--- src/crc32wf_pkg.sv ---
// Shared types, codes and the byte fold function of the CRC-32 word and fill engine.
package crc32wf_pkg;

  localparam int unsigned CrcWidth  = 32;
  localparam int unsigned WordWidth = 16;
  localparam int unsigned CntWidth  = 16;
  localparam int unsigned ByteBits  = 8;

  localparam logic [CrcWidth-1:0] PolyReset = 32'hEDB88320;
  localparam logic [CrcWidth-1:0] CrcReset  = 32'hFFFFFFFF;
  localparam logic [ByteBits-1:0] FillByte  = 8'hFF;

  localparam logic CmdWord = 1'b0;
  localparam logic CmdFill = 1'b1;

  typedef enum logic [4:0] {
    ST_IDLE = 5'b00001,
    ST_HIGH = 5'b00010,
    ST_FILL = 5'b00100,
    ST_EMIT = 5'b01000,
    ST_SPARE = 5'b10000
  } ctrl_state_e;

  typedef enum logic [1:0] {
    BYTE_LOW  = 2'b00,
    BYTE_HIGH = 2'b01,
    BYTE_FILL = 2'b10
  } byte_sel_e;

  typedef struct packed {
    logic      load;
    logic      fold;
    byte_sel_e byte_sel;
    logic      emit;
  } dp_cmd_t;

  typedef struct packed {
    logic last_q;
    logic cnt_one;
    logic out_busy;
  } dp_status_t;

  // Eight reflected shift-and-XOR steps for one byte, LSB first.
  function automatic logic [CrcWidth-1:0] fold_byte(
    input logic [CrcWidth-1:0] crc,
    input logic [ByteBits-1:0] data,
    input logic [CrcWidth-1:0] poly
  );
    logic [CrcWidth-1:0] r;
    r = crc ^ {{(CrcWidth-ByteBits){1'b0}}, data};
    for (int k = 0; k < ByteBits; k++) begin
      if (r[0]) begin
        r = (r >> 1) ^ poly;
      end else begin
        r = r >> 1;
      end
    end
    return r;
  endfunction

endpackage

--- src/crc32wf_datapath.sv ---
// CRC register, polynomial, held request fields, byte fold unit and result register.
module crc32wf_datapath (
  input  logic                             clk_i,
  input  logic                             rst_ni,
  input  logic                             cfg_we_i,
  input  logic [crc32wf_pkg::CrcWidth-1:0] cfg_wdata_i,
  input  logic [crc32wf_pkg::WordWidth-1:0] data_word_i,
  input  logic [crc32wf_pkg::CntWidth-1:0] run_count_i,
  input  logic                             start_req_i,
  input  logic [crc32wf_pkg::CrcWidth-1:0] seed_i,
  input  logic                             last_i,
  input  crc32wf_pkg::dp_cmd_t             cmd_i,
  output crc32wf_pkg::dp_status_t          status_o,
  output logic                             out_valid_o,
  input  logic                             out_ready_i,
  output logic [crc32wf_pkg::CrcWidth-1:0] crc_value_o
);
  import crc32wf_pkg::*;

  logic [CrcWidth-1:0] crc_q, crc_d, poly_q, out_q, crc_base;
  logic [ByteBits-1:0] high_q, fold_data;
  logic [CntWidth-1:0] cnt_q, cnt_d;
  logic                last_q, out_valid_q, out_valid_d;

  always_comb begin
    crc_base = crc_q;
    if (cmd_i.load && start_req_i) begin
      crc_base = ~seed_i;
    end
    case (cmd_i.byte_sel)
      BYTE_LOW:  fold_data = data_word_i[ByteBits-1:0];
      BYTE_HIGH: fold_data = high_q;
      BYTE_FILL: fold_data = FillByte;
      default:   fold_data = FillByte;
    endcase
    crc_d = cmd_i.fold ? fold_byte(crc_base, fold_data, poly_q) : crc_base;

    cnt_d = cnt_q;
    if (cmd_i.load) begin
      cnt_d = run_count_i - CntWidth'(1);
    end else if (cmd_i.fold) begin
      cnt_d = cnt_q - CntWidth'(1);
    end

    out_valid_d = out_valid_q && !out_ready_i;
    if (cmd_i.emit) begin
      out_valid_d = 1'b1;
    end
  end

  always_ff @(posedge clk_i or negedge rst_ni) begin
    if (!rst_ni) begin
      crc_q       <= CrcReset;
      poly_q      <= PolyReset;
      out_valid_q <= 1'b0;
      last_q      <= 1'b0;
    end else begin
      if (cfg_we_i) begin
        poly_q <= cfg_wdata_i;
      end
      if (cmd_i.load || cmd_i.fold) begin
        crc_q <= crc_d;
      end
      if (cmd_i.load) begin
        last_q <= last_i;
      end
      out_valid_q <= out_valid_d;
    end
  end

  always_ff @(posedge clk_i) begin
    if (cmd_i.load) begin
      high_q <= data_word_i[WordWidth-1:ByteBits];
    end
    cnt_q <= cnt_d;
    if (cmd_i.emit) begin
      out_q <= ~crc_d;
    end
  end

  assign status_o.last_q   = last_q;
  assign status_o.cnt_one  = (cnt_q == CntWidth'(1));
  assign status_o.out_busy = out_valid_q && !out_ready_i;

  assign out_valid_o = out_valid_q;
  assign crc_value_o = out_q;

endmodule

--- src/crc32wf_ctrl.sv ---
// Sequencer stepping the datapath one byte a cycle while a request runs; schedules results.
module crc32wf_ctrl (
  input  logic                    clk_i,
  input  logic                    rst_ni,
  input  logic                    in_valid_i,
  output logic                    in_ready_o,
  input  logic                    cmd_i,
  input  logic [crc32wf_pkg::CntWidth-1:0] run_count_i,
  input  logic                    last_i,
  input  crc32wf_pkg::dp_status_t status_i,
  output crc32wf_pkg::dp_cmd_t    cmd_o
);
  import crc32wf_pkg::*;

  ctrl_state_e state_q, state_d;
  logic        done, done_last;

  always_comb begin
    state_d        = state_q;
    cmd_o.load     = 1'b0;
    cmd_o.fold     = 1'b0;
    cmd_o.byte_sel = BYTE_FILL;
    cmd_o.emit     = 1'b0;
    done           = 1'b0;
    done_last      = status_i.last_q;
    in_ready_o     = 1'b0;

    case (state_q)
      ST_IDLE: begin
        in_ready_o = 1'b1;
        done_last  = last_i;
        if (in_valid_i) begin
          cmd_o.load = 1'b1;
          if (cmd_i == CmdWord) begin
            cmd_o.fold     = 1'b1;
            cmd_o.byte_sel = BYTE_LOW;
            state_d        = ST_HIGH;
          end else if (run_count_i == '0) begin
            done = 1'b1;
          end else begin
            cmd_o.fold = 1'b1;
            if (run_count_i == CntWidth'(1)) begin
              done = 1'b1;
            end else begin
              state_d = ST_FILL;
            end
          end
        end
      end
      ST_HIGH: begin
        cmd_o.fold     = 1'b1;
        cmd_o.byte_sel = BYTE_HIGH;
        done           = 1'b1;
      end
      ST_FILL: begin
        cmd_o.fold = 1'b1;
        done       = status_i.cnt_one;
      end
      ST_EMIT: begin
        if (!status_i.out_busy) begin
          cmd_o.emit = 1'b1;
          state_d    = ST_IDLE;
        end
      end
      default: begin
        state_d = ST_IDLE;
      end
    endcase

    // Result goes straight to the output register unless it is still held.
    if (done) begin
      state_d = ST_IDLE;
      if (done_last) begin
        if (status_i.out_busy) begin
          state_d = ST_EMIT;
        end else begin
          cmd_o.emit = 1'b1;
        end
      end
    end
  end

  always_ff @(posedge clk_i or negedge rst_ni) begin
    if (!rst_ni) begin
      state_q <= ST_IDLE;
    end else begin
      state_q <= state_d;
    end
  end

endmodule

--- src/crc32_word_and_fill_engine.sv ---
// Top level of the reflected CRC-32 engine for 16-bit words and 0xFF runs.
// Usage:
//   Input channel (in_valid_i/in_ready_o) carries one request: cmd_i selects a
//   16-bit word append (low byte first) or a run of run_count_i 0xFF bytes.
//   start_req_i reloads the register from ~seed_i before the request's bytes.
//   A request with last_i set gives one result on the output channel
//   (out_valid_o/out_ready_i): crc_value_o, the inverted running register.
//   Write the polynomial (cfg_we_i/cfg_wdata_i) only while idle; unenforced.
// Timing:
//   The single shift-and-XOR unit folds one byte per cycle while a request
//   runs: a word's low byte on acceptance, then its high; a run's N bytes in
//   turn, none for N = 0. A result is registered as its request finishes, if
//   the output is free. Requests are taken only when the sequencer is idle.
// Reset:
//   Register goes to all ones, polynomial to 0xEDB88320, output empty.
// Stalls:
//   A waiting result sits in the output register while the next request is
//   taken and processed; if that request also finishes with last set before
//   the output is taken, the engine holds until the output register frees.
module crc32_word_and_fill_engine (
  input  logic        clk_i,
  input  logic        rst_ni,
  input  logic        cfg_we_i,
  input  logic [31:0] cfg_wdata_i,
  input  logic        in_valid_i,
  output logic        in_ready_o,
  input  logic        cmd_i,
  input  logic [15:0] data_word_i,
  input  logic [15:0] run_count_i,
  input  logic        start_req_i,
  input  logic [31:0] seed_i,
  input  logic        last_i,
  output logic        out_valid_o,
  input  logic        out_ready_i,
  output logic [31:0] crc_value_o
);
  import crc32wf_pkg::*;

  dp_cmd_t    dp_cmd;
  dp_status_t dp_status;

  crc32wf_ctrl u_ctrl (
    .clk_i       (clk_i),
    .rst_ni      (rst_ni),
    .in_valid_i  (in_valid_i),
    .in_ready_o  (in_ready_o),
    .cmd_i       (cmd_i),
    .run_count_i (run_count_i),
    .last_i      (last_i),
    .status_i    (dp_status),
    .cmd_o       (dp_cmd)
  );

  crc32wf_datapath u_datapath (
    .clk_i       (clk_i),
    .rst_ni      (rst_ni),
    .cfg_we_i    (cfg_we_i),
    .cfg_wdata_i (cfg_wdata_i),
    .data_word_i (data_word_i),
    .run_count_i (run_count_i),
    .start_req_i (start_req_i),
    .seed_i      (seed_i),
    .last_i      (last_i),
    .cmd_i       (dp_cmd),
    .status_o    (dp_status),
    .out_valid_o (out_valid_o),
    .out_ready_i (out_ready_i),
    .crc_value_o (crc_value_o)
  );

`ifndef SYNTHESIS
  a_emit_slot_free: assert property (@(posedge clk_i) disable iff (!rst_ni)
    dp_cmd.emit |-> !(out_valid_o && !out_ready_i))
    else $error("result loaded over a held output");

  a_word_high_next: assert property (@(posedge clk_i) disable iff (!rst_ni)
    (in_valid_i && in_ready_o && cmd_i == CmdWord) |=>
      (dp_cmd.fold && dp_cmd.byte_sel == BYTE_HIGH && !in_ready_o))
    else $error("word request did not fold its high byte next");

  a_emit_gives_valid: assert property (@(posedge clk_i) disable iff (!rst_ni)
    dp_cmd.emit |=> out_valid_o)
    else $error("emitted result not presented");

  a_no_load_when_busy: assert property (@(posedge clk_i) disable iff (!rst_ni)
    dp_cmd.load |-> (in_valid_i && !dp_cmd.emit || in_valid_i && dp_cmd.emit && last_i))
    else $error("load without a request or stray emit");
`endif

endmodule
--- config.mk ---
export PLATFORM = sky130hd
export DESIGN_NAME = crc32_word_and_fill_engine
export DESIGN_NICKNAME = d
export VERILOG_FILES = /design/src/crc32wf_pkg.sv /design/src/crc32wf_datapath.sv /design/src/crc32wf_ctrl.sv /design/src/crc32_word_and_fill_engine.sv
export SDC_FILE = /design/constraint.sdc
export NUM_CORES = 1
export LEC_CHECK = 0
export BUFFER_PORTS_ARGS = -buffer_cell sky130_fd_sc_hd__buf_2
export CORE_ASPECT_RATIO = 0.75
export CORE_MARGIN = 2
export CORE_UTILIZATION = 35
export CTS_BUF_LIST = sky130_fd_sc_hd__clkbuf_8
export CTS_CLUSTER_SIZE = 28
export DETAILED_ROUTE_END_ITERATION = 16
export SLEW_MARGIN = 5
export SYNTH_ARGS = -nofsm -noshare
export SYNTH_HDL_FRONTEND = slang
export SYNTH_SLANG_ARGS = --single-unit
--- constraint.sdc ---
create_clock -name clk_i -period 4.9 [get_ports clk_i]
set_input_delay 0 -clock clk_i [delete_from_list [all_inputs] [get_ports clk_i]]
set_output_delay 0 -clock clk_i [all_outputs]
set_load 0.05 [all_outputs]
=== Yosys cells after proc, flatten, opt, wreduce, memory -nomap -nowiden ===
Cells that the tools add are included.

* Reductions and logical operators: 9
* Equality and inequality tests: 12
* Bitwise gates (word level): 11
* Mux-type cells: 42
* Add/subtract/negate cells: 2

{| class="wikitable"
|+ Operator list
! cell !! count
|-
| $mux 32 || 10
|-
| $xor 31x32->32 || 8
|-
| $not 32->32 || 2
|-
| $mux 5 || 7
|-
| $eq 16x1->1 const B || 2
|-
| $mux 16 || 2
|-
| $sub 16x1->16 const B || 2
|-
| $xor 32x8->32 || 1
|-
| $logic_not 16->1 || 1
|-
| $pmux 8 s2 || 1
|-
| $mux 1 || 15
|-
| $pmux 5 s3 || 1
|-
| $mux 4 || 2
|-
| $ne 4x3->1 const B || 2
|-
| $eq 5x1->1 const B || 1
|-
| $eq 5x2->1 const B || 1
|-
| $eq 5x3->1 const B || 1
|-
| $eq 5x4->1 const B || 1
|-
| $reduce_and 5->1 || 1
|-
| $pmux 2 s2 || 1
|-
| $ne 3x2->1 const B || 1
|-
| $ne 3x3->1 const B || 1
|-
| $pmux 1 s3 || 1
|-
| $eq 2x1->1 const B || 1
|-
| other kinds (9) || 10
|}

* Output and inout port bits: 34
* Bits in registers: 127
* Input port bits: 104

=== Depth between registers and ports, before layout ===
Gate-level depths: netlist of the first run.

* Word-level depth: 26
* Depth in mapped cells: 19

=== Modules after synthesis ===
A second synthesis of the first run with hierarchy kept.

* Cells, all modules: 1343
* Area total of the unflattened synthesis: 11238.3 um^2

{| class="wikitable"
|+ By module, submodules not included
! module !! sequential area each (um^2) !! instances !! area each (um^2) !! cells each
|-
| crc32wf_datapath || 3390.8 || 1 || 10861.7 || 1298
|-
| crc32wf_ctrl || 101.3 || 1 || 376.6 || 45
|}

=== Worst setup path before layout of the first run ===
No wires, ideal clock.

* Path kind: reg-to-reg
* From: register u_ctrl.state_q[0]
* To: register u_datapath.out_q[19], in the netlist u_datapath.crc_value_o[19], data pin
* Data arrival time: 5.071 ns
* Data required time: 4.640 ns
* Setup slack: -0.431 ns
* Cell stages (with the launch flop): 19
* Setup time: 0.260 ns
* Buffers on the path: 3
* Clock period less this slack: 5.331 ns
* Cell sequence: dfstp_2 -> nor4b_4 -> nand3_4 -> mux2i_4 -> xnor2_1 -> buf_2 -> o211ai_1 -> o31a_1 -> a21o_1 -> a211oi_2 -> nor3_1 -> or3b_1 -> a31o_2 -> buf_2 -> buf_2 -> nand3_1 -> xnor3_1 -> xnor2_1 -> mux2_2

* Word-level cells in the longest chain between the ends: 23
* Elaborated cells on any way between the ends: 31

{| class="wikitable"
|+ RTL lines
! what !! RTL line !! RTL
|-
| from (decl) || crc32wf_ctrl.sv:15 || <nowiki>ctrl_state_e state_q, state_d;</nowiki>
|-
| from (signal assigned) || crc32wf_ctrl.sv:87 || <nowiki>state_q <= state_d;</nowiki>
|-
| parallel branches: the longest is 21 deep, another holds $xor 32x8->32 || n/a ||
|-
| $mux 32 * || crc32wf_datapath.sv:36 || <nowiki>crc_d = cmd_i.fold ? fold_byte(crc_base, fold_data, poly_q) : crc_base;</nowiki>
|-
| $not 32->32 * || crc32wf_datapath.sv:77 || <nowiki>out_q <= ~crc_d;</nowiki>
|-
| to (signal assigned) || crc32wf_datapath.sv:77 ||
|-
| to (decl) || crc32wf_datapath.sv:20 || <nowiki>logic [CrcWidth-1:0] crc_q, crc_d, poly_q, out_q, crc_base;</nowiki>
|}

Every way passes the cells marked *.
A chain may end at the register's enable or synchronous reset.

=== Worst setup path in the final report of the first run ===
* From: register u_ctrl.state_q[1]
* To: register u_datapath.out_q[2], in the netlist u_datapath.crc_value_o[2], data pin

The elaborated chain is that of the path after synthesis.

==> metrics.yaml, run 1 <==
logic_synthesis:
  syn_area_per_cell_um2: 9.268
  ys_top_cells_by_count: "nand2_1, xnor2_1, nor2_1, clkbuf_1, edfxtp_1"
  ys_warn_count: 0
  synth_top_cell_by_area: "edfxtp_1"
  yosysSeqAreaShare: 0.3435
  synthMostInstantiatedCell: "nand2_1"
  ys_types: 71
  ys_seq_elements: 126
  synth-simple-area-share: 0.1644
  synth-compound-area-share: 0.09956
  synthAdderAreaFrac: 0.004922
  synthMuxAreaShare: 0.09587
  async_reset_ff_frac: 0.5556
  ys_top_cells_by_area: "edfxtp_1, xnor2_1, dfstp_2"
  synth_top_area_frac: 0.1654
  synth_xor_area_frac: 0.2525
  synth-edff-count: 56
  synth_nets: 1205
  ys.flop_type: "edfxtp_1"
  syn_inst: 1097
  synth_top_family_by_area: "XOR/XNOR gates"
  syn_area_um2: 10170
sta:
  final.min_clock_period_ps: 4927
  hold_viol_final: 0
  tightest_slew_ps: 1169
  worst_slack_ps: -26.56
  maxSlewHeadroom: 0.2193
  rsz0062_at_grt: "true"
  finalSetupViolations: 10
  fin_skew_ps: 27.70
  post-route-period-util: 1.005
  clock.fmax_mhz: 203.0
  slew_viol_final: 0
status:
  violations: "setup timing"
  status: "complete, but fails checks"
placed_design:
  routabilityCongestion: 0.8759
  port_buffers: 137
  place_inst: 1597
  post_dp_cell_area_um2: 11670
  dp_hpwl_mm: 20.71
clocking:
  tritoncts: "built"
  max-clock-path-buffers: 2
  path_clk_slew_ps: 100
  htreeDepth: 4
  cts_buffers: 17
  cts.sinks: 126
  cts_root_buf: "clkbuf_8"
  clk_latency_ps: 470
die:
  ios: 138
  die_h_um: 151.6
  chipWidth_um: 200.8
  start_util: 0.3524
  die_area_um2: 30440
  coreArea_um2: 28850
  num_rows: 54
drt:
  wl_per_cell_um: 17.33
  wl_mm: 29.81
  first_iter_violations: 624
  dr.pass1.iters: 4
  ant_nets: 0
  drcViolationCount: 0
  vias: 8688
  via_per_inst: 5.051
worst_setup_path:
  start_kind: "flop"
  cp_slowest_cell: "dfrtp_1"
  crit_type: "flop to flop"
  cp_max_fo: 17
  critical_path.cell_chain: "nor4b_4 > nand3_4 > mux2i_4 > xnor2_4 > buf_4 > o21ai_2 > o22ai_2 > or3_4 > a32o_2 > nor4_2 > o22a_1 > o2111a_2 > o2111a_2 > buf_12 > o21ai_1 > xnor2_1 > mux2_2"
  critPathArrivalTime_ps: 5140
  cp_data_required_time_ps: 5120
  critPathCaptureType: "flop"
  path_common_cell: "o2111a_2"
  cpLargestDelayFamily: "simple AND/OR/NAND/NOR gates"
  worst-r2r-cell-count: 17
  cpPeakStageDelay_ps: 430
  reg2reg_from: "u_ctrl.state_q[1]$_DFFE_PN0P_"
  crit_buf_inv: 2
  reg2reg_slack_ps: -30
  r2r-end: "u_datapath.crc_value_o[2]$_DFFE_PP_"
global_routing:
  met3_usage: 0.03251
  grt_util_met1: 0.2907
  grt_first_pass_wirelength_mm: 46.80
  grt-ovfl-total: 0
  grt_use_met2: 0.3007
  grt_pass1_vias: 8277
  grt_usage: 0.1976
  gr-max-usage-layer: "met2"
  antenna_found_initial: 0
  grt_start_max_net_pins: 53
cells_and_area:
  final_area_um2: 13130
  area_delta_synth_final_pct: 29.14
  final_util: 0.4551
  final_layout_size_suffix_gt1_frac: 0.2922
  stdcell_count: 1720
  antennaDiodeCount: 0
  nNetsFinal: 1423
run:
  maxCapViolations: 0
min_path:
  min-delay-path-class: "input pin to async pin"
worst register-to-register path: cells and delay by family (launching register included):
kind | cells | cell delay (ps)
AND/OR/NAND/NOR | 4 | 1460
buffers and inverters | 2 | 350
AO/OA/AOI/OAI | 7 | 1390
multiplexers | 2 | 650
flip-flops | 1 | 430
XOR/XNOR | 2 | 380
what timing repair did:
| item | 4_1_cts | 5_1_grt |
|---|---|---|
| hold endpoints to repair | 107 | 0 |
| gates cloned | 1 | 1 |
| pin swaps | 2 | 6 |
| resized for setup | 9 | 21 |
| setup buffers | 3 | 7 |
| hold buffers | 79 | 0 |
| endpoints found under the setup margin | 28 | 64 |
metrics by stage:
stage	setup TNS, ps	hold slack (ps)	setup slack [ps]
after CTS	-1.378	0.6948	-1.378
after global routing	-6530	29.01	-240.7
after global placement	0	-12.00	15.00
after detailed placement	-497.5	-13.98	-49.40
final	-109.6	16.61	-26.56
after floorplan	-6210	-295.6	-220.3
sequential cells by signal, summed over array words and instances, names as in the netlist:
name	cells
u_ctrl.state_q	4
u_datapath.crc_value_o	32
u_datapath.last_q	1
u_datapath.poly_q	32
u_datapath.high_q	8
u_datapath.out_valid_o	1
u_datapath.cnt_q	16
u_datapath.crc_q	32
per-layer routing:
layer	share of wire	wire (µm)
met1	0.50	14760
met2	0.44	12990
met3	0.051	1508
met4	0.018	545
met5	0	0
area by class of cell:
type                    count  area, µm²
fillers                  2798      15720
multi-input cells         871       6516
flip-flops and latches    126       3493
repair buffers            285       2152
well taps                 392      490.5
clock buffers              17      234.0
clock inverters            15      191.4
inverters                  14      52.55
kinds of logic after synthesis:
logic type / Yosys count
compound gates: 163
xor+xnor: 238
fa+ha+maj: 4
buf+inv: 100
flops: 126
mux: 88
simple gates: 378
layout by cell type (no fill, tap or decap), types with 3 or more instances in the layout:
cell type      count
a211oi_2           3
a21o_1             5
a21oi_1           44
a31oi_1            8
buf_12             9
buf_2            136
buf_4             55
buf_6              4
clkbuf_8          17
dfrtp_1           22
dfstp_2           47
dlygate4sd3_1     79
edfxtp_1          56
ha_1               4
inv_1             13
inv_6              5
inv_8              5
mux2_2            55
mux2i_1           31
nand2_1          207
nand2b_1           3
nand3_1           39
nand4_1            3
nor2_1            63
nor2b_1            5
nor3_1            19
nor3_2             3
nor4_1             8
o211ai_1           4
o21a_1             4
o21ai_0           23
o21ai_1           34
o22ai_1            8
o31a_1             3
xnor2_1          154
xnor2_2            6
xnor3_1           34
xor2_1            41
worst max path at each step:
stage                                        startpoint                                    to  cells after the start
after floorplan           u_ctrl.state_q[0]$_DFFE_PN1P_   u_datapath.crc_value_o[2]$_DFFE_PP_                     17
after global placement    u_ctrl.state_q[0]$_DFFE_PN1P_  u_datapath.crc_value_o[25]$_DFFE_PP_                     19
after detailed placement  u_ctrl.state_q[0]$_DFFE_PN1P_  u_datapath.crc_value_o[25]$_DFFE_PP_                     18
after CTS                 u_ctrl.state_q[3]$_DFFE_PN0P_   u_datapath.crc_value_o[2]$_DFFE_PP_                     17
after global routing      u_ctrl.state_q[1]$_DFFE_PN0P_   u_datapath.crc_value_o[2]$_DFFE_PP_                     17
final                     u_ctrl.state_q[1]$_DFFE_PN0P_   u_datapath.crc_value_o[2]$_DFFE_PP_                     17
Power of run 1 is not shown: default switching activity piles up to over one toggle a cycle in this logic, so the estimate is an artifact.
==> run 2, diff against run 1 <==
- HOLD_SLACK_MARGIN: unset -> 0.1
==> metrics.yaml, run 2 (synthesized netlist as in run 1, its figures left out) <==
worst_setup_path:
  critPathCaptureType: "flop"  # unchanged
  cpPeakStageDelay_ps: 430  # about the same
  critical_path.cell_chain: "nor4b_4 > nand3_4 > mux2i_4 > xnor2_4 > buf_4 > o21ai_2 > o22ai_2 > or3_4 > a32o_2 > nor4_2 > o22a_1 > o2111a_2 > o2111a_2 > buf_12 > o21ai_1 > xnor2_1 > mux2_2"  # unchanged
  critPathArrivalTime_ps: 5150  # was 5140 ps
  startpoint: "u_ctrl.state_q[1]$_DFFE_PN0P_"  # unchanged
  crit_end: "u_datapath.crc_value_o[2]$_DFFE_PP_"  # unchanged
  cp_data_required_time_ps: 5120  # about the same
  path_common_cell: "o2111a_2"  # unchanged
  cp_slowest_cell: "dfrtp_1"  # unchanged
  cp_max_fo: 17  # unchanged
  crit_type: "flop to flop"  # unchanged
  reg2reg_from: "u_ctrl.state_q[1]$_DFFE_PN0P_"  # unchanged
  r2r-end: "u_datapath.crc_value_o[2]$_DFFE_PP_"  # unchanged
  worst-r2r-cell-count: 17  # unchanged
  reg2reg_slack_ps: -30  # about the same
  start_kind: "flop"  # unchanged
clocking:
  cts_root_buf: "clkbuf_8"  # unchanged
  clk_latency_ps: 480  # was 470 ps
  cts_buffers: 17  # unchanged
  tritoncts: "built"  # unchanged
  cts.sinks: 126  # unchanged
  htreeDepth: 4  # unchanged
  path_clk_slew_ps: 100  # about the same
  max-clock-path-buffers: 2  # unchanged
status:
  violations: "setup timing"  # unchanged
  status: "complete, but fails checks"  # unchanged
sta:
  slew_viol_final: 0  # unchanged
  clock.fmax_mhz: 203.0  # about the same
  worst_slack_ps: -25.07  # was -26.56 ps
  final.min_clock_period_ps: 4925  # was 4927 ps
  maxSlewHeadroom: 0.2171  # was 0.2193
  hold_ws_ps: 151.5  # was 16.61 ps
  fin_skew_ps: 26.17  # was 27.70 ps
  rsz0062_at_grt: "true"  # unchanged
  tightest_slew_ps: 1172  # was 1169 ps
  finalSetupViolations: 5  # was 10
  post-route-period-util: 1.005  # about the same
  hold_viol_final: 0  # unchanged
placed_design:
  post_dp_cell_area_um2: 11670  # unchanged
  routabilityCongestion: 0.8759  # unchanged
  dp_hpwl_mm: 20.71  # unchanged
  port_buffers: 137  # unchanged
die:
  start_util: 0.3524  # unchanged
  chipWidth_um: 200.8  # unchanged
  ios: 138  # unchanged
  die_h_um: 151.6  # unchanged
  num_rows: 54  # unchanged
  coreArea_um2: 28850  # unchanged
  die_area_um2: 30440  # unchanged
min_path:
  min-delay-path-class: "input pin to flop"  # was input pin to async pin
drt:
  via_per_inst: 5.048  # was 5.051
  ant_nets: 0  # unchanged
  dr.pass1.iters: 5  # was 4
  wl_per_cell_um: 17.35  # was 17.33 µm
  first_iter_violations: 739  # was 624
  vias: 8793  # was 8688
  drcViolationCount: 0  # unchanged
  wl_mm: 30.22  # was 29.81 mm
cells_and_area:
  final_common_cell: "nand2_1"  # unchanged
  antennaDiodeCount: 0  # unchanged
  nFillCells: 2758  # was 2798
  area_delta_synth_final_pct: 31.16  # was 29.14%
  final_layout_size_suffix_gt1_frac: 0.2889  # was 0.2922
  final_area_um2: 13340  # was 13130 µm²
  nNetsFinal: 1445  # was 1423
  final_cell_mix: "nand2_1, xnor2_1, buf_2, dlygate4sd3_1, nor2_1"  # unchanged
global_routing:
  grt-ovfl-total: 0  # unchanged
  antenna_found_initial: 0  # unchanged
  grt_first_pass_wirelength_mm: 47.38  # was 46.80 mm
  grt_usage: 0.2002  # was 0.1976
  grt_start_max_net_pins: 53  # unchanged
  grt_pass1_vias: 8388  # was 8277
run:
  maxCapViolations: 0  # unchanged
## run 2: final cells by class
| cell class | count | area, µm² | share of cell area |
|---|---|---|---|
| timing repair buffer | 307 | 2366 | 0.1774 |
| clock inverter | 15 | 191.4 | 0.01436 |
| tap | 392 | 490.5 | 0.03678 |
| multi-input combinational | 871 | 6507 | 0.4880 |
| sequential | 126 | 3493 | 0.2620 |
| clock buffer | 17 | 234.0 | 0.01755 |
| inverter | 14 | 52.55 | 0.003941 |
## run 2: per-layer routing
| layer | global-route usage | share of wire |
|---|---|---|
| met4 | 0.05593 | 0.020 |
| met5 | 0 | 0 |
| met3 | 0.03186 | 0.056 |
| met2 | 0.3054 | 0.44 |
| met1 | 0.2935 | 0.49 |
## run 2: through the flow
stage / setup slack, ps / utilization / setup TNS, ps / cells
3_3_place_gp: 15.00 / 0.4044 / 0 / 1597
5_1_grt: -240.7 / 0.4622 / -6543 / 1742
6_report: -25.07 / 0.4622 / -63.08 / 1742
4_1_cts: -1.378 / 0.4568 / -1.378 / 1733
3_5_place_dp: -49.40 / 0.4044 / -497.5 / 1597
2_1_floorplan: -220.3 / - / -6210 / 1097
## run 2: worst max-delay path, delay by kind of cell (launching register included)
kind | cells | cell delay [ps]
buffers and inverters | 2 | 350
AND/OR/NAND/NOR | 4 | 1460
XOR/XNOR | 2 | 370
multiplexers | 2 | 650
flip-flops | 1 | 430
AO/OA/AOI/OAI | 7 | 1390
## run 2: how the worst min path moves through the flow
stage,start,end,slack [ps],depth (start not counted)
floorplan,rst_ni,u_ctrl.state_q[1]$_DFFE_PN0P_,-300,0
global placement,rst_ni,u_ctrl.state_q[1]$_DFFE_PN0P_,-10,1
detailed placement,rst_ni,u_ctrl.state_q[1]$_DFFE_PN0P_,-10,1
CTS,start_req_i,u_datapath.crc_q[2]$_DFFE_PN1P_,120,4
global route,seed_i[5],u_datapath.crc_q[5]$_DFFE_PN1P_,150,4
finish,seed_i[5],u_datapath.crc_q[5]$_DFFE_PN1P_,150,4
## run 2: repair_timing
item	CTS	global route
setup endpoints to repair	28	64
endpoints found under the hold margin	137	0
gates cloned	1	1
hold buffers	100	0
setup buffers	3	8
resized for setup	9	20
pin swaps	2	4
Power of run 2 is left out for the same reason.
==> run 3, diff against run 2 <==
- clock period: 4.9 -> 5.45 ns (I/O delays scaled with it)
==> metrics.yaml, run 3 (synthesized netlist as in run 1, its figures left out) <==
global_routing:
  grt_start_max_net_pins: 58  # was 53
  gr-max-usage-layer: "met2"  # unchanged
  grt-ovfl-total: 0  # unchanged
  grt_util_met1: 0.2920  # was 0.2935
  met3_usage: 0.03721  # was 0.03186
  grt_usage: 0.1999  # was 0.2002
  grt_first_pass_wirelength_mm: 46.98  # was 47.38 mm
  grt_use_met2: 0.3007  # was 0.3054
  antenna_found_initial: 0  # unchanged
  grt_pass1_vias: 8228  # was 8388
worst_setup_path:
  start_kind: "flop"  # unchanged
  cp_slowest_cell: "dfstp_2"  # was dfrtp_1
  path_common_cell: "buf_4"  # was o2111a_2
  cpPeakStageDelay_ps: 590  # was 430 ps
  worst-r2r-cell-count: 17  # unchanged
  cp_data_required_time_ps: 5670  # was 5120 ps
  r2r-end: "u_datapath.crc_value_o[7]$_DFFE_PP_"  # was u_datapath.crc_value_o[2]$_DFFE_PP_
  reg2reg_from: "u_ctrl.state_q[0]$_DFFE_PN1P_"  # was u_ctrl.state_q[1]$_DFFE_PN0P_
  critPathCaptureType: "flop"  # unchanged
  crit_type: "flop to flop"  # unchanged
  critical_path.cell_chain: "nor4b_4 > nand2_1 > o32a_1 > xnor2_2 > buf_4 > nand3_1 > a211oi_2 > or3_1 > and2_1 > xnor3_1 > a211o_1 > a311oi_4 > o2111a_1 > buf_4 > o21ai_1 > xnor2_1 > mux2_2"  # was nor4b_4 > nand3_4 > mux2i_4 > xnor2_4 > buf_4 > o21ai_2 > o22ai_2 > or3_4 > a32o_2 > nor4_2 > o22a_1 > o2111a_2 > o2111a_2 > buf_12 > o21ai_1 > xnor2_1 > mux2_2
  cp_max_fo: 12  # was 17
  critPathArrivalTime_ps: 5470  # was 5150 ps
  reg2reg_slack_ps: 200  # was -30 ps
drt:
  vias: 8668  # was 8793
  ant_nets: 0  # unchanged
  first_iter_violations: 752  # was 739
  wl_mm: 30.37  # was 30.22 mm
  dr.pass1.iters: 5  # unchanged
  drcViolationCount: 0  # unchanged
  wl_per_cell_um: 17.75  # was 17.35 µm
  via_per_inst: 5.066  # was 5.048
die:
  coreArea_um2: 28850  # unchanged
  ios: 138  # unchanged
  die_h_um: 151.6  # unchanged
  chipWidth_um: 200.8  # unchanged
  start_util: 0.3524  # unchanged
  num_rows: 54  # unchanged
  die_area_um2: 30440  # unchanged
sta:
  slew_viol_final: 0  # unchanged
  maxSlewHeadroom: 0.1622  # was 0.2171
  tightest_slew_ps: 1254  # was 1172 ps
  finalSetupViolations: 0  # was 5
  clock.fmax_mhz: 190.4  # was 203.0 MHz
  hold_viol_final: 0  # unchanged
  final.min_clock_period_ps: 5252  # was 4925 ps
  fin_skew_ps: 22.46  # was 26.17 ps
  post-route-period-util: 0.9637  # was 1.005
  hold_ws_ps: 133.2  # was 151.5 ps
cells_and_area:
  final_common_cell: "nand2_1"  # unchanged
  final_layout_size_suffix_gt1_frac: 0.2547  # was 0.2889
  nNetsFinal: 1414  # was 1445
  antennaDiodeCount: 0  # unchanged
  final_cell_mix: "nand2_1, xnor2_1, buf_2, dlygate4sd3_1, nor2_1"  # unchanged
  area_delta_synth_final_pct: 27.02  # was 31.16%
clocking:
  cts_root_buf: "clkbuf_8"  # unchanged
  htreeDepth: 4  # unchanged
  cts.sinks: 126  # unchanged
  path_clk_slew_ps: 90  # was 100 ps
  cts_buffers: 17  # unchanged
  max-clock-path-buffers: 2  # unchanged
  clk_latency_ps: 480  # about the same
  tritoncts: "built"  # unchanged
placed_design:
  port_buffers: 137  # unchanged
  routabilityCongestion: 0.9313  # was 0.8759
  dp_hpwl_mm: 20.56  # was 20.71 mm
min_path:
  min_to: "u_datapath.crc_q[2]$_DFFE_PN1P_"  # was u_datapath.crc_q[5]$_DFFE_PN1P_
  holdCritStartpoint: "start_req_i"  # was seed_i[5]
  hold_path_depth: 4  # unchanged
  min-delay-path-class: "input pin to flop"  # unchanged
run:
  maxCapViolations: 0  # unchanged
status:
  status: "completed"  # was complete, but fails checks
run 3: cell count changes in the layout (fill, tap and decap cells not counted), sizes merged:
| cell | before | now |
|---|---|---|
| buf | 207 | 170 |
| dlygate4sd3 | 100 | 106 |
| inv | 23 | 21 |
| clkinv | 2 | 3 |
| clkinvlp | 2 | 3 |
run 3: worst max-delay path: cells and delay by family (launching register included):
family	cells	cell delay [ps]
muxes	1	280
and+or+nand+nor	5	960
buffers and inverters	2	430
AOI/OAI and AO/OA	6	1740
xor gates and xnor gates	3	980
DFF	1	590
run 3: worst max-delay path by stage:
| stage | start | end | slack [ps] | cells past startpoint |
|---|---|---|---|---|
| 3_5_place_dp | u_ctrl.state_q[0]$_DFFE_PN1P_ | u_datapath.crc_value_o[15]$_DFFE_PP_ | 110 | 17 |
| 6_report | u_ctrl.state_q[0]$_DFFE_PN1P_ | u_datapath.crc_value_o[7]$_DFFE_PP_ | 200 | 17 |
| 4_1_cts | u_ctrl.state_q[0]$_DFFE_PN1P_ | u_datapath.crc_value_o[15]$_DFFE_PP_ | 90 | 17 |
| 3_3_place_gp | u_ctrl.state_q[0]$_DFFE_PN1P_ | u_datapath.crc_value_o[25]$_DFFE_PP_ | 200 | 17 |
| 2_1_floorplan | u_ctrl.state_q[0]$_DFFE_PN1P_ | u_datapath.crc_value_o[19]$_DFFE_PP_ | 120 | 18 |
| 5_1_grt | u_ctrl.state_q[0]$_DFFE_PN1P_ | u_datapath.crc_value_o[25]$_DFFE_PP_ | -10 | 17 |
run 3: layout make-up:
type                    count  area [µm²]
clock buffers              17       234.0
clock inverters            15       173.9
fillers                  2820       15940
inverters                  14       52.55
multi-input cells         871        6417
flip-flops and latches    126        3492
well taps                 392       490.5
repair buffers            276        2054
run 3: through the flow:
stage | setup slack (ps) | area, µm² | std cells | utilization | setup TNS, ps
floorplan | 119.4 | 10170 | 1097 | - | 0
finish | 197.9 | 12910 | 1711 | 0.4477 | 0
global placement | 199.4 | 11280 | 1566 | 0.3910 | 0
CTS | 87.65 | 12750 | 1704 | 0.4419 | 0
global route | -14.96 | 12910 | 1711 | 0.4477 | -22.03
detailed placement | 111.0 | 11280 | 1566 | 0.3910 | 0
run 3: repair_timing:
item	CTS	global route
setup buffers	0	7
endpoints found under the hold margin	127	0
resized for setup	0	17
endpoints found under the setup margin	0	64
hold buffers	106	0
run 3: routing by layer:
layer / vias to the layer above / share of wire
li1: 4173 / -
met1: 4127 / 0.48
met2: 334 / 0.43
met3: 34 / 0.066
met4: 0 / 0.018
met5: - / 0
Power of run 3 is left out for the same reason.
